### src/rtl/qte_pkg.sv
package qte_pkg;

    localparam int COMPONENT_WIDTH     = 16;
    localparam int CORDIC_STAGES       = 16;
    localparam int TABLE_LEN           = 24;
    localparam int THRESH_W            = 29;
    localparam int CW                  = 34;
    localparam int SQRT_W              = 58;
    localparam int SQRT_CELLS          = 29;
    localparam logic [THRESH_W-1:0] THRESH_RST = 29'd1;

    typedef struct packed {
        logic signed [COMPONENT_WIDTH-1:0] quat_w;
        logic signed [COMPONENT_WIDTH-1:0] quat_x;
        logic signed [COMPONENT_WIDTH-1:0] quat_y;
        logic signed [COMPONENT_WIDTH-1:0] quat_z;
    } t_quat;

    typedef struct packed {
        logic signed [15:0] roll_angle;
        logic signed [15:0] pitch_angle;
        logic signed [15:0] yaw_angle;
        logic               gimbal_singular;
    } t_euler;

    typedef struct packed {
        logic signed [31:0] r00;
        logic signed [31:0] r10;
        logic signed [31:0] r21;
        logic signed [31:0] r22;
        logic signed [31:0] nr12;
        logic signed [31:0] r11;
        logic signed [29:0] s;
        logic [61:0]        sq00;
        logic [61:0]        sq10;
        logic [57:0]        ss;
    } t_mat;

    typedef struct packed {
        logic [SQRT_W-1:0] n;
        logic [SQRT_W-1:0] r;
    } t_sq;

    typedef struct packed {
        logic signed [CW-1:0] roll_x;
        logic signed [CW-1:0] roll_y;
        logic signed [CW-1:0] yaw_x;
        logic signed [CW-1:0] yaw_y;
        logic signed [29:0]   s;
        logic                 sing;
    } t_side;

    typedef struct packed {
        logic signed [CW-1:0] x;
        logic signed [CW-1:0] y;
        logic [31:0]          acc;
        logic                 zero;
    } t_cordic;

    function automatic logic [31:0] atan_tab(input int i);
        logic [31:0] v;
        v = 32'd0;
        unique case (i)
            0:  v = 32'd536870912;
            1:  v = 32'd316933406;
            2:  v = 32'd167458907;
            3:  v = 32'd85004756;
            4:  v = 32'd42667331;
            5:  v = 32'd21354465;
            6:  v = 32'd10679838;
            7:  v = 32'd5340245;
            8:  v = 32'd2670163;
            9:  v = 32'd1335087;
            10: v = 32'd667544;
            11: v = 32'd333772;
            12: v = 32'd166886;
            13: v = 32'd83443;
            14: v = 32'd41722;
            15: v = 32'd20861;
            16: v = 32'd10430;
            17: v = 32'd5215;
            18: v = 32'd2608;
            19: v = 32'd1304;
            20: v = 32'd652;
            21: v = 32'd326;
            22: v = 32'd163;
            23: v = 32'd81;
            default: v = 32'd0;
        endcase
        return v;
    endfunction

    function automatic logic signed [31:0] sat30(input logic signed [34:0] v);
        logic signed [31:0] o;
        if (v > 35'sd1073741824) begin
            o = 32'sd1073741824;
        end else if (v < -35'sd1073741824) begin
            o = -32'sd1073741824;
        end else begin
            o = v[31:0];
        end
        return o;
    endfunction

    function automatic logic signed [29:0] sat28(input logic signed [34:0] v);
        logic signed [29:0] o;
        if (v > 35'sd268435456) begin
            o = 30'sd268435456;
        end else if (v < -35'sd268435456) begin
            o = -30'sd268435456;
        end else begin
            o = v[29:0];
        end
        return o;
    endfunction

    function automatic t_cordic prerot(input logic signed [CW-1:0] x,
                                       input logic signed [CW-1:0] y);
        t_cordic c;
        c.zero = (x == '0) && (y == '0);
        c.x    = x;
        c.y    = y;
        c.acc  = 32'h0000_0000;
        if (x[CW-1]) begin
            if (!y[CW-1]) begin
                c.x   = y;
                c.y   = -x;
                c.acc = 32'h4000_0000;
            end else begin
                c.x   = -y;
                c.y   = x;
                c.acc = 32'hC000_0000;
            end
        end
        return c;
    endfunction

endpackage

### src/rtl/qte_sqrt_cell.sv
module qte_sqrt_cell #(
    parameter int K = 0
) (
    input  logic        i_clk,
    input  logic        i_en,
    input  qte_pkg::t_sq i_d,
    output qte_pkg::t_sq o_d
);

    localparam logic [qte_pkg::SQRT_W-1:0] BIT = qte_pkg::SQRT_W'(1) << (2 * K);

    logic [qte_pkg::SQRT_W-1:0] t;
    qte_pkg::t_sq n_d, r_d;

    always_comb begin
        t = i_d.r + BIT;
        if (i_d.n >= t) begin
            n_d.n = i_d.n - t;
            n_d.r = (i_d.r >> 1) + BIT;
        end else begin
            n_d.n = i_d.n;
            n_d.r = i_d.r >> 1;
        end
    end

    always_ff @(posedge i_clk) begin
        if (i_en) begin
            r_d <= n_d;
        end
    end

    assign o_d = r_d;

endmodule

### config.mk
export PLATFORM = sky130hd
export DESIGN_NAME = qte_sqrt_cell
export DESIGN_NICKNAME = d
export VERILOG_FILES = /design/src/rtl/qte_pkg.sv /design/src/rtl/qte_sqrt_cell.sv
export SDC_FILE = /design/constraint.sdc
export NUM_CORES = 1
export LEC_CHECK = 0
export ABC_CLOCK_PERIOD_IN_PS = 10400
export BUFFER_PORTS_ARGS = -buffer_cell sky130_fd_sc_hd__clkbuf_2
export CORE_MARGIN = 2
export CORE_UTILIZATION = 40
export CTS_CLUSTER_SIZE = 30
export DETAILED_ROUTE_END_ITERATION = 6
export GPL_TIMING_DRIVEN = 0
export PLACE_DENSITY = 0.71
export SLEW_MARGIN = 10
export SYNTH_ARGS = -nofsm -noshare
export SYNTH_HDL_FRONTEND = slang
export SYNTH_SLANG_ARGS = --single-unit
### constraint.sdc
create_clock -name i_clk -period 10.4 [get_ports i_clk]
set_input_delay 1.04 -clock i_clk [delete_from_list [all_inputs] [get_ports i_clk]]
set_output_delay 1.04 -clock i_clk [all_outputs]
set_load 0.1 [all_outputs]
* Word-level counts from Yosys, hierarchy flattened
Index checks and enable logic that the tools add are counted.
** Word-level totals
- Memory bits (read-only) :: 0
- Register bits after elaboration :: 116
- Memories :: 0
- Output and inout port bits :: 116
- Word-level logic and storage cells :: 8
- Bits in latches :: 0
- Input port bits :: 118
- Memory bits (writable) :: 0
** Cells by class
- Shifts and indexed selects :: 0
- Magnitude comparators :: 1
- Add/subtract/negate cells :: 3
- Bitwise gates (word level) :: 0
- Muxes and demuxes :: 1
- Eq/ne operators :: 0
- Multiply operators :: 0
- Divide/modulo/power cells :: 0
- Reduce and logical (&&, ||, !) cells :: 0
** Operators with widths (count)
- $mux W116 :: 1
- $add A57 B1 Y58 const B :: 1
- $add A58 B1 Y58 const B :: 1
- $ge A58 B58 Y1 :: 1
- $sub A58 B58 Y58 :: 1

* Logic depth before layout (Yosys ltp)
- Word-level depth :: 3
- Depth in mapped cells :: 25
- Gate-level depth less buffers :: 20

* Worst setup path after synthesis
Ideal clock, no wire load.
- Path kind :: input-to-reg
- From :: input port i_d[1] (netlist name)
- To :: register r_d, in the netlist o_d[103], data pin
- Data required time :: 10.140 ns
- Path slack :: 4.785 ns
- Arrival time :: 5.356 ns
- Buffers on the path :: 3
- Cell stages on the path :: 22
- Setup time :: 0.260 ns
- Cells stage by stage :: ha_1 -> nand3_1 -> nor4_1 -> nand2_1 -> nor2_1 -> nand3_1 -> or2_2 -> clkbuf_1 -> nor2_1 -> nand2_1 -> xor2_1 -> ha_1 -> nand2_1 -> nor4_1 -> a22oi_1 -> o21ba_2 -> o211a_1 -> a21oi_4 -> or2_1 -> buf_2 -> buf_6 -> mux2_2
** RTL lines
- start: declaration :: RTL line qte_sqrt_cell.sv:6 : input qte_pkg::t_sq i_d,
- end signal: assignment :: RTL line qte_sqrt_cell.sv:28 : r_d <= n_d;
- end: declaration :: RTL line qte_sqrt_cell.sv:13 : qte_pkg::t_sq n_d, r_d;

==> metrics.md <==
| Metric | Value |
|---|---|
| Vias per cell | 5.77 |
| DR pass1 iterations | 7 |
| Most Used Layer, Global Route | met2 |
| Hpwl dp | 29.7 mm |
| Slew Limit Fails | 0 |
| Core region area | 25100 um2 |
| Clk root buf | clkbuf_16 |
| Sequential power share | 28.4% |
| Fillcell total | 2489 |
| Ys flop type | edfxtp_1 |
| GRT overflow | 0 |
| Routed WL per cell | 21.0 um |
| DIE AREA | 26800 um2 |
| Setup bufs post-CTS | 0 |
| Largest net degree at the start of global routing | 73 |
| Area delta synth->final | 21.7% |
| Total Power | 2.11 mW |
| Routing usage on met3 | 5.23% |
| Power per cell area | 170 nW/um2 |
| Routed WL | 37.4 mm |
| Hold WC Path Type | input port to register |
| First-pass GRT wire length | 55.2 mm |
| Peak supply drop | 0.100 mV |
| Fin crit period | 7.57 ns |
| Synth area leaders | edfxtp_1 34%, ha_1 7.4%, xor2_1 7.2% |
| Port bufs | 225 |
| Grt met2 use | 43.3% |
| Met1 Track Usage GR | 37.0% |
| Post-synth top cells | 125 x nand2_1, 125 x nor2_1, 116 x a21oi_1, 116 x edfxtp_1, 84 x xor2_1 |
| Total of max-cap violations | 0 |
| Syn Nets | 1368 |
| Starting Density | 40.6% |
| Clock Pin Slew Worst Setup and Hold Paths | 0.06 ns |
| H-tree depth | 4 |
| Ports | 234 |
| Power share of the clock group | 30.7% |
| # DRC | 1 |
| Post-route ant nets | 0 |
| Post-synth EDFFs | 116 |
| Critical path capture point type | register |
| Final core utilization | 49.5% |
| Synth Cell Area | 10200 um2 |
| YS warnings | 0 |
| Row count | 58 |
| TritonCTS Buffers | 17 |
| Post-cts resize count | 0 |
| Largest area contributor in the netlist | edfxtp_1 |
| CP arrival | 7.68 ns |
| Fmax | 132 MHz |
| Post-synthesis sequential area ratio | 34.1% |
| CTS tree | built |
| Net Sw Power | 938 uW |
| Slew headroom | 22.5% |
| Iteration-0 DRC count of the detailed router | 1122 |
| P_leak | 4.98 nW |
| Worst Path Max Fanout | 10 |
| Worst Path Required | 10.51 ns |
| Share of layout cells above drive strength 1 | 22.5% |
| Worst setup SP type | input port |
| Post-route setup TNS | 0 ns |
| Mean Syn Cell Area | 8.58 um2 |
| Switching part of the total | 44.5% |
| Max reg flops | 116 |
| Combinational share of power | 40.9% |
| Clock sinks | 116 |
| Yosys reg bits | 116 |
| CTS Hold Bufs | 0 |
| Worst Tran Pin Value | 1.15 ns |
| Synth Instances | 1189 |
| Internal power | 1.17 mW |
| Hold Vio Cnt, Final | 0 |
| Die H | 164 um |
| Final #Nets | 1613 |
| GP Congestion | 0.984 |
| Clk buf depth | 2 |
| Post-synth cell types | 76 |
| Tcrit/Tclk final | 72.8% |
| Outcome | finished, violations left |
| Type of the worst setup path | input port to register |
| Final setup vio count | 0 |
| Vias in the first global route | 9530 |
| DR vias | 10300 |
| Ys async rst share | 0% |
| Top cell type's share of synthesized area | 34.1% |
| Tot GR Track Use | 27.6% |
| Failing checks | design-rule violations |
| Die extent in x | 164 um |
| Initial antenna violation count | 3 |
| RSZ-0062 raised after global routing | false |
stage by stage:
step                      instances  setup slack (ns)  cell area (um2)  hold slack (ns)
after floorplan                1189              4.78            10200             1.15
after global placement         1744              2.74            11700             1.35
after detailed placement       1745              2.65            11800             1.35
after CTS                      1777              3.07            12400            0.909
after global routing           1778              2.52            12400            0.939
final                          1781              2.83            12400            0.910
critical path, cell delays in order:
cell	delay [ns]
clkbuf_2	0.14
ha_1	0.24
nand3_1	0.17
nor4_1	1.00
nand2_1	0.29
nor2_1	0.17
nand3_1	0.09
or2_2	0.30
clkbuf_1	0.27
nor2_1	0.38
nand2_1	0.13
xor2_1	0.29
ha_1	0.37
a21oi_1	0.24
o21ai_0	0.12
a41o_1	0.24
o21ba_2	0.27
o211a_1	0.22
a21oi_4	0.11
nor2_1	0.18
buf_2	0.33
clkbuf_1	0.73
o21ai_0	0.33
area by class of cell:
type | count | area, um2 | share of cell area (%)
clock buffer | 17 | 425 | 3.42
antenna | 4 | 10.0 | 0.0806
multi-input combinational | 978 | 6300 | 50.7
clock inverter | 15 | 204 | 1.64
timing repair buffer | 226 | 1160 | 9.36
sequential | 116 | 3480 | 28.0
buffer | 66 | 313 | 2.52
tap | 330 | 413 | 3.32
inverter | 29 | 109 | 0.876
cells by family after synthesis:
family / synth area share (%)
AND/OR/NAND/NOR: 23.6
AO/OA/AOI/OAI: 16.6
XOR/XNOR: 13.6
flip-flops: 34.1
buffers and inverters: 4.13
adder cells (fa/ha/maj): 7.55
multiplexers: 0.319
path summary, 6_finish.rpt:
check / start / to / slack, ns / depth (start not counted)
worst min-delay path: i_d[109] / o_d[109]$_DFFE_PP_ / 0.91 / 3
worst max-delay path: i_d[2] / o_d[97]$_DFFE_PP_ / 2.83 / 23
per-layer routing:
| layer | vias up | share of wire, % |
|---|---|---|
| met4 | 0 | 4.1 |
| met1 | 4786 | 42 |
| li1 | 4838 | - |
| met3 | 90 | 9.1 |
| met5 | - | 0 |
| met2 | 561 | 45 |
power groups by stage:
stage / clock, mW / combinational (mW) / sequential, mW
after floorplan: 0 / 0.277 / 0.988
after global placement: 0 / 0.848 / 0.610
after detailed placement: 0 / 0.851 / 0.608
after CTS: 0.649 / 0.855 / 0.599
after global routing: 0.670 / 0.907 / 0.603
final: 0.646 / 0.862 / 0.599
cells in the final DEF (no fill, tap or decap), drive strengths merged, types with 13 or more instances in the layout:
master  count
nor2      126
nor4       16
buf        32
nand3      33
inv        32
and3       19
o21bai     13
nand4      50
or3        15
clkbuf    277
nor3       45
a21o       23
ha         60
a21oi     117
o21ai      60
nand2     125
edfxtp    116
xnor2      75
xor2       84
(Power assumes the default switching activity.)
