File: src/rtl/qte_pkg.sv
package qte_pkg;

    localparam int COMPONENT_WIDTH     = 16;
    localparam int CORDIC_STAGES       = 16;
    localparam int TABLE_LEN           = 24;
    localparam int THRESH_W            = 29;
    localparam int CW                  = 34;
    localparam int SQRT_W              = 58;
    localparam int SQRT_CELLS          = 29;
    localparam logic [THRESH_W-1:0] THRESH_RST = 29'd1;

    typedef struct packed {
        logic signed [COMPONENT_WIDTH-1:0] quat_w;
        logic signed [COMPONENT_WIDTH-1:0] quat_x;
        logic signed [COMPONENT_WIDTH-1:0] quat_y;
        logic signed [COMPONENT_WIDTH-1:0] quat_z;
    } t_quat;

    typedef struct packed {
        logic signed [15:0] roll_angle;
        logic signed [15:0] pitch_angle;
        logic signed [15:0] yaw_angle;
        logic               gimbal_singular;
    } t_euler;

    typedef struct packed {
        logic signed [31:0] r00;
        logic signed [31:0] r10;
        logic signed [31:0] r21;
        logic signed [31:0] r22;
        logic signed [31:0] nr12;
        logic signed [31:0] r11;
        logic signed [29:0] s;
        logic [61:0]        sq00;
        logic [61:0]        sq10;
        logic [57:0]        ss;
    } t_mat;

    typedef struct packed {
        logic [SQRT_W-1:0] n;
        logic [SQRT_W-1:0] r;
    } t_sq;

    typedef struct packed {
        logic signed [CW-1:0] roll_x;
        logic signed [CW-1:0] roll_y;
        logic signed [CW-1:0] yaw_x;
        logic signed [CW-1:0] yaw_y;
        logic signed [29:0]   s;
        logic                 sing;
    } t_side;

    typedef struct packed {
        logic signed [CW-1:0] x;
        logic signed [CW-1:0] y;
        logic [31:0]          acc;
        logic                 zero;
    } t_cordic;

    function automatic logic [31:0] atan_tab(input int i);
        logic [31:0] v;
        v = 32'd0;
        unique case (i)
            0:  v = 32'd536870912;
            1:  v = 32'd316933406;
            2:  v = 32'd167458907;
            3:  v = 32'd85004756;
            4:  v = 32'd42667331;
            5:  v = 32'd21354465;
            6:  v = 32'd10679838;
            7:  v = 32'd5340245;
            8:  v = 32'd2670163;
            9:  v = 32'd1335087;
            10: v = 32'd667544;
            11: v = 32'd333772;
            12: v = 32'd166886;
            13: v = 32'd83443;
            14: v = 32'd41722;
            15: v = 32'd20861;
            16: v = 32'd10430;
            17: v = 32'd5215;
            18: v = 32'd2608;
            19: v = 32'd1304;
            20: v = 32'd652;
            21: v = 32'd326;
            22: v = 32'd163;
            23: v = 32'd81;
            default: v = 32'd0;
        endcase
        return v;
    endfunction

    function automatic logic signed [31:0] sat30(input logic signed [34:0] v);
        logic signed [31:0] o;
        if (v > 35'sd1073741824) begin
            o = 32'sd1073741824;
        end else if (v < -35'sd1073741824) begin
            o = -32'sd1073741824;
        end else begin
            o = v[31:0];
        end
        return o;
    endfunction

    function automatic logic signed [29:0] sat28(input logic signed [34:0] v);
        logic signed [29:0] o;
        if (v > 35'sd268435456) begin
            o = 30'sd268435456;
        end else if (v < -35'sd268435456) begin
            o = -30'sd268435456;
        end else begin
            o = v[29:0];
        end
        return o;
    endfunction

    function automatic t_cordic prerot(input logic signed [CW-1:0] x,
                                       input logic signed [CW-1:0] y);
        t_cordic c;
        c.zero = (x == '0) && (y == '0);
        c.x    = x;
        c.y    = y;
        c.acc  = 32'h0000_0000;
        if (x[CW-1]) begin
            if (!y[CW-1]) begin
                c.x   = y;
                c.y   = -x;
                c.acc = 32'h4000_0000;
            end else begin
                c.x   = -y;
                c.y   = x;
                c.acc = 32'hC000_0000;
            end
        end
        return c;
    endfunction

endpackage

File: src/rtl/qte_cordic_cell.sv
module qte_cordic_cell #(
    parameter int I = 0
) (
    input  logic            i_clk,
    input  logic            i_en,
    input  qte_pkg::t_cordic i_d,
    output qte_pkg::t_cordic o_d
);

    logic signed [qte_pkg::CW-1:0] xs, ys;
    qte_pkg::t_cordic n_d, r_d;

    assign xs = i_d.x >>> I;
    assign ys = i_d.y >>> I;

    always_comb begin
        n_d.zero = i_d.zero;
        if (!i_d.y[qte_pkg::CW-1]) begin
            n_d.x   = i_d.x + ys;
            n_d.y   = i_d.y - xs;
            n_d.acc = i_d.acc + qte_pkg::atan_tab(I);
        end else begin
            n_d.x   = i_d.x - ys;
            n_d.y   = i_d.y + xs;
            n_d.acc = i_d.acc - qte_pkg::atan_tab(I);
        end
    end

    always_ff @(posedge i_clk) begin
        if (i_en) begin
            r_d <= n_d;
        end
    end

    assign o_d = r_d;

endmodule

File: config.mk
export PLATFORM = sky130hd
export DESIGN_NAME = qte_cordic_cell
export DESIGN_NICKNAME = d
export VERILOG_FILES = /design/src/rtl/qte_pkg.sv /design/src/rtl/qte_cordic_cell.sv
export SDC_FILE = /design/constraint.sdc
export NUM_CORES = 1
export LEC_CHECK = 0
export BUFFER_PORTS_ARGS = -buffer_cell sky130_fd_sc_hd__buf_2
export CAP_MARGIN = 15
export CORE_MARGIN = 8
export CORE_UTILIZATION = 50
export DETAILED_ROUTE_END_ITERATION = 16
export PLACE_DENSITY_LB_ADDON = 0.12
export SETUP_SLACK_MARGIN = 0.3
export SLEW_MARGIN = 30
export SYNTH_ARGS = -nofsm -noshare
export SYNTH_HDL_FRONTEND = slang
export SYNTH_SLANG_ARGS = --single-unit
File: constraint.sdc
create_clock -name i_clk -period 2.3 [get_ports i_clk]
set_input_delay 0.115 -clock i_clk [delete_from_list [all_inputs] [get_ports i_clk]]
set_output_delay 0.115 -clock i_clk [all_outputs]
set_load 0.005 [all_outputs]
Word-level counts from Yosys, hierarchy flattened
Index checks and enable logic that the tools add are counted.
{ "word_totals": {"ff_bits": 101, "latchBits": 0, "mem_bits_rw": 0, "rom_bits": 0, "out_inout_bits": 101, "word_cells": 10, "memories": 0} }
{ "op_classes": {"n_addsub": 5, "mul": 0, "div_mod_pow": 0, "n_lt_le_gt_ge": 0, "n_eq_ne": 0, "shift": 0, "muxes": 1, "n_bitwise": 0, "n_reduce_logical": 0} }
{ "ops": {"columns": ["op", "n"], "rows": [
  ["$mux W100", 1],
  ["$sub A34 B34 Y34", 2],
  ["$add A34 B34 Y34", 1],
  ["$add A32 B30 Y32 const B", 1],
  ["$sub A32 B30 Y32 const B", 1]
]} }

Longest topological paths before layout
{ "depth": {"word_depth": 2, "mapped_depth": 12, "depth_no_buf": 11} }

Worst setup path after synthesis
No wires, ideal clock.
{ "synth_timing": {"path_kind": "input port to flip-flop", "startpoint": "in i_d[33] (netlist name)", "endpoint": "reg r_d, in the netlist o_d[65], data pin", "setup_time_ns": 0.258, "arrival_ns": 2.214, "required_time_ns": 2.042, "path_slack_ns": -0.172, "cell_stages": 10, "cell_sequence": "ha_1 > fa_1 > and2b_4 > o211ai_2 > a32oi_4 > a311oi_2 > nor3_2 > o311a_1 > a31oi_1 > xnor2_1"} }
{ "synth_lines": {"columns": ["element", "line_no", "source"], "rows": [
  ["from (decl)", "qte_cordic_cell.sv:6", "input qte_pkg::t_cordic i_d,"],
  ["to (signal assigned)", "qte_cordic_cell.sv:31", "r_d <= n_d;"],
  ["to (decl)", "qte_cordic_cell.sv:11", "qte_pkg::t_cordic n_d, r_d;"]
]} }

==> qor.txt <==
Max Cap Violations: 0
vias in the first global route: 11200
initial antenna violation count: 0
VDD IR-drop max: 0.436 mV
Least-Margin Pin Slew: 0.639 ns
total CTS buffers: 9
Vias/cell: 6.18
largest net degree at the start of global routing: 101
largest buffer count on any clock path: 2
Root Buffer Master: clkbuf_16
top_reg_cell synth: edfxtp_1
ANT cells: 0
All-Layer GR Usage: 0.325
RSZ-0062 raised after global routing: yes
crit path time final: 2.42 ns
Post-synth EDFFs: 100
gpl congestion: 0.958
final cell count without fillers: 1884
DRC Markers: 0
Synth async-reset ratio: 0
Yosys warning total: 0
Starting Density: 0.505
fillers: 989
Critical Path RT: 2.43 ns
Slew HR: 0.574
Syn Area/Cell: 8.88 sq um
P_leak: 7.07 nW
fin crit share: 1.05
Fin Setup TNS: -0.587 ns
simple-gate area share of the yosys netlist: 0.137
register area share after synthesis: 0.320
share of layout cells above drive strength 1: 0.531
H-tree Lvls: 3
Final nets: 1852
wire per inst: 23.8 um
HP Start: i_d[30]
Worst-path clk slew: 0.09 ns
post-DP HPWL: 28500 um
die height: 153 um
mux cell area share after synthesis: 0.0215
Core Area: 0.0186 sq mm
area grow syn2layout: 69.6%
WP data arrival: 2.55 ns
# clock sinks: 100
crit start category: input port
xor/xnor share of the synthesized area: 0.0569
Power Density: 519 mW/mm^2
final hold violation count: 0
Mapped Area: 0.00939 sq mm
Hold Path End: o_d[30]$_DFFE_PP_
Die W: 153 um
iteration-0 DRC count of the detailed router: 1416
CTS tree: yes
hold crit path type: in -> reg
Hold Crit Depth: 2
Syn Inst Count: 1057
worst setup margin: -0.121 ns
max-slew violation count: 0
number of flip-flops in the largest register: 100
total power: 8.26 mW
first-pass GRT wire length: 61200 um
die area: 0.0234 sq mm
adder-cell share of the synthesized area: 0.142
failing checks: setup timing
f_max: 413 MHz
ANT nets after route: 0
Routed WL: 44900 um
Final setup viols: 12
dpl cells: 1770
kind of critical path: in -> reg
gr ovfl total: 0
Post-Place Worst Slack: -0.479 ns
Detailed Routing Iterations Pass 1: 6
num rows: 50
syn_nets: 1264
largest family of logic cells by synthesized area: compound AO/OA/AOI/OAI gates
port bufs: 203
Via Count: 11700
Hold Worst Slack: 0.0788 ns
synthesis-stage register bit count: 100
CP max FO: 6
Setup crit end kind: register
Ports: 204
Compound-Gate Fraction of Synth Area: 0.247
library cells used by synthesis: 82
status: complete, but fails checks
-- cell type report --
| cell class | instances | area (sq um) | area share |
|---|---|---|---|
| Inverter | 117 | 484 | 0.0304 |
| Clock inverter | 7 | 88.8 | 0.00558 |
| Tap cell | 234 | 293 | 0.0184 |
| Multi-Input combinational cell | 795 | 7270 | 0.457 |
| Clock buffer | 9 | 225 | 0.0141 |
| Timing Repair Buffer | 622 | 4550 | 0.286 |
| Sequential cell | 100 | 3000 | 0.189 |
-- power breakdown --
group | internal [mW] | switching, mW | total (mW)
Clock | 0.874 | 0.877 | 1.75
Combinational | 1.91 | 2.14 | 4.05
Sequential | 2.35 | 0.102 | 2.45
Total | 5.13 | 3.12 | 8.26
-- metrics by stage --
stage / utilization / cell area [sq um]
2_1_floorplan: - / 9750
3_3_place_gp: 0.711 / 13200
3_5_place_dp: 0.711 / 13200
4_1_cts: 0.801 / 14900
5_1_grt: 0.857 / 15900
6_report: 0.857 / 15900
-- synthesized netlist by cell type, types with 11 or more instances --
cell type    n  area share
nor3_1      21       0.011
o21ai_1     11      0.0059
edfxtp_1   100        0.32
nand4_1     17       0.011
nor2_1      88       0.035
inv_1      110       0.044
clkbuf_1    18      0.0072
nand3_1     23       0.012
buf_2       12      0.0064
o21a_1      12      0.0096
o31ai_1     18       0.014
o21ai_0     69       0.037
a31oi_1     17       0.011
ha_1       100        0.13
mux2i_1     19       0.020
a21oi_1    103       0.055
nand2_1     47       0.019
xnor2_1     58       0.054
o21bai_1    20       0.016
a21o_1      14       0.011
-- layer usage --
| layer | global-route usage | part of all wire | wire [um] |
|---|---|---|---|
| met3 | 0.0654 | 0.10 | 4520 |
| met4 | 0.109 | 0.061 | 2740 |
| met2 | 0.556 | 0.46 | 20700 |
| met5 | 0 | 0 | 0 |
| met1 | 0.404 | 0.38 | 16900 |
-- kinds of logic (layout without fill, tap and decap cells) --
| family | Yosys count | in the layout |
|---|---|---|
| xor gates and xnor gates | 61 | 61 |
| AOI/OAI and AO/OA | 350 | 350 |
| adders and majority gates | 104 | 104 |
| muxes | 20 | 20 |
| and+or+nand+nor | 260 | 260 |
| buffers and inverters | 162 | 755 |
| DFF | 100 | 100 |
-- placed cells by master, fill, tap and decap left out, drive strengths merged, types with 19 or more instances in the layout --
master       instances
inv                118
o21ai               80
a21oi              106
buf                592
nor3                24
dlygate4sd3         30
o21bai              20
nand3               23
nand2               47
mux2i               19
ha                 100
nor2                89
edfxtp             100
xnor2               58
-- what timing repair did --
action / in CTS / in global routing
pin swaps: 69 / 98
setup buffers: 35 / 33
gates resized for setup: 174 / 173
endpoints found under the setup margin: 47 / 48
hold buffers: 30 / 0
endpoints found under the hold margin: 30 / 0
-- worst max-delay path by stage --
| stage | from | end | slack (ns) | depth (start not counted) |
|---|---|---|---|---|
| finish | i_d[35] | o_d[60]$_DFFE_PP_ | -0.12 | 14 |
| global route | i_d[33] | o_d[65]$_DFFE_PP_ | -0.23 | 12 |
| CTS | i_d[33] | o_d[49]$_DFFE_PP_ | 0.001 | 12 |
| detailed placement | i_d[33] | o_d[59]$_DFFE_PP_ | -0.48 | 11 |
| global placement | i_d[47] | o_d[54]$_DFFE_PP_ | -0.40 | 10 |
| floorplan | i_d[33] | o_d[65]$_DFFE_PP_ | 0.04 | 10 |
-- worst max-delay path, cell delays in order --
cell and delay [ns]:
buf_8 0.08, inv_4 0.03, ha_4 0.32, buf_6 0.12, o21a_1 0.17, o31a_1 0.33, o2111ai_4 0.18, a211oi_2 0.24
buf_4 0.18, buf_12 0.11, nor3_4 0.04, o41ai_2 0.31, o31ai_2 0.16, xnor2_1 0.15
Note: power is estimated with default switching activity, not from simulation.
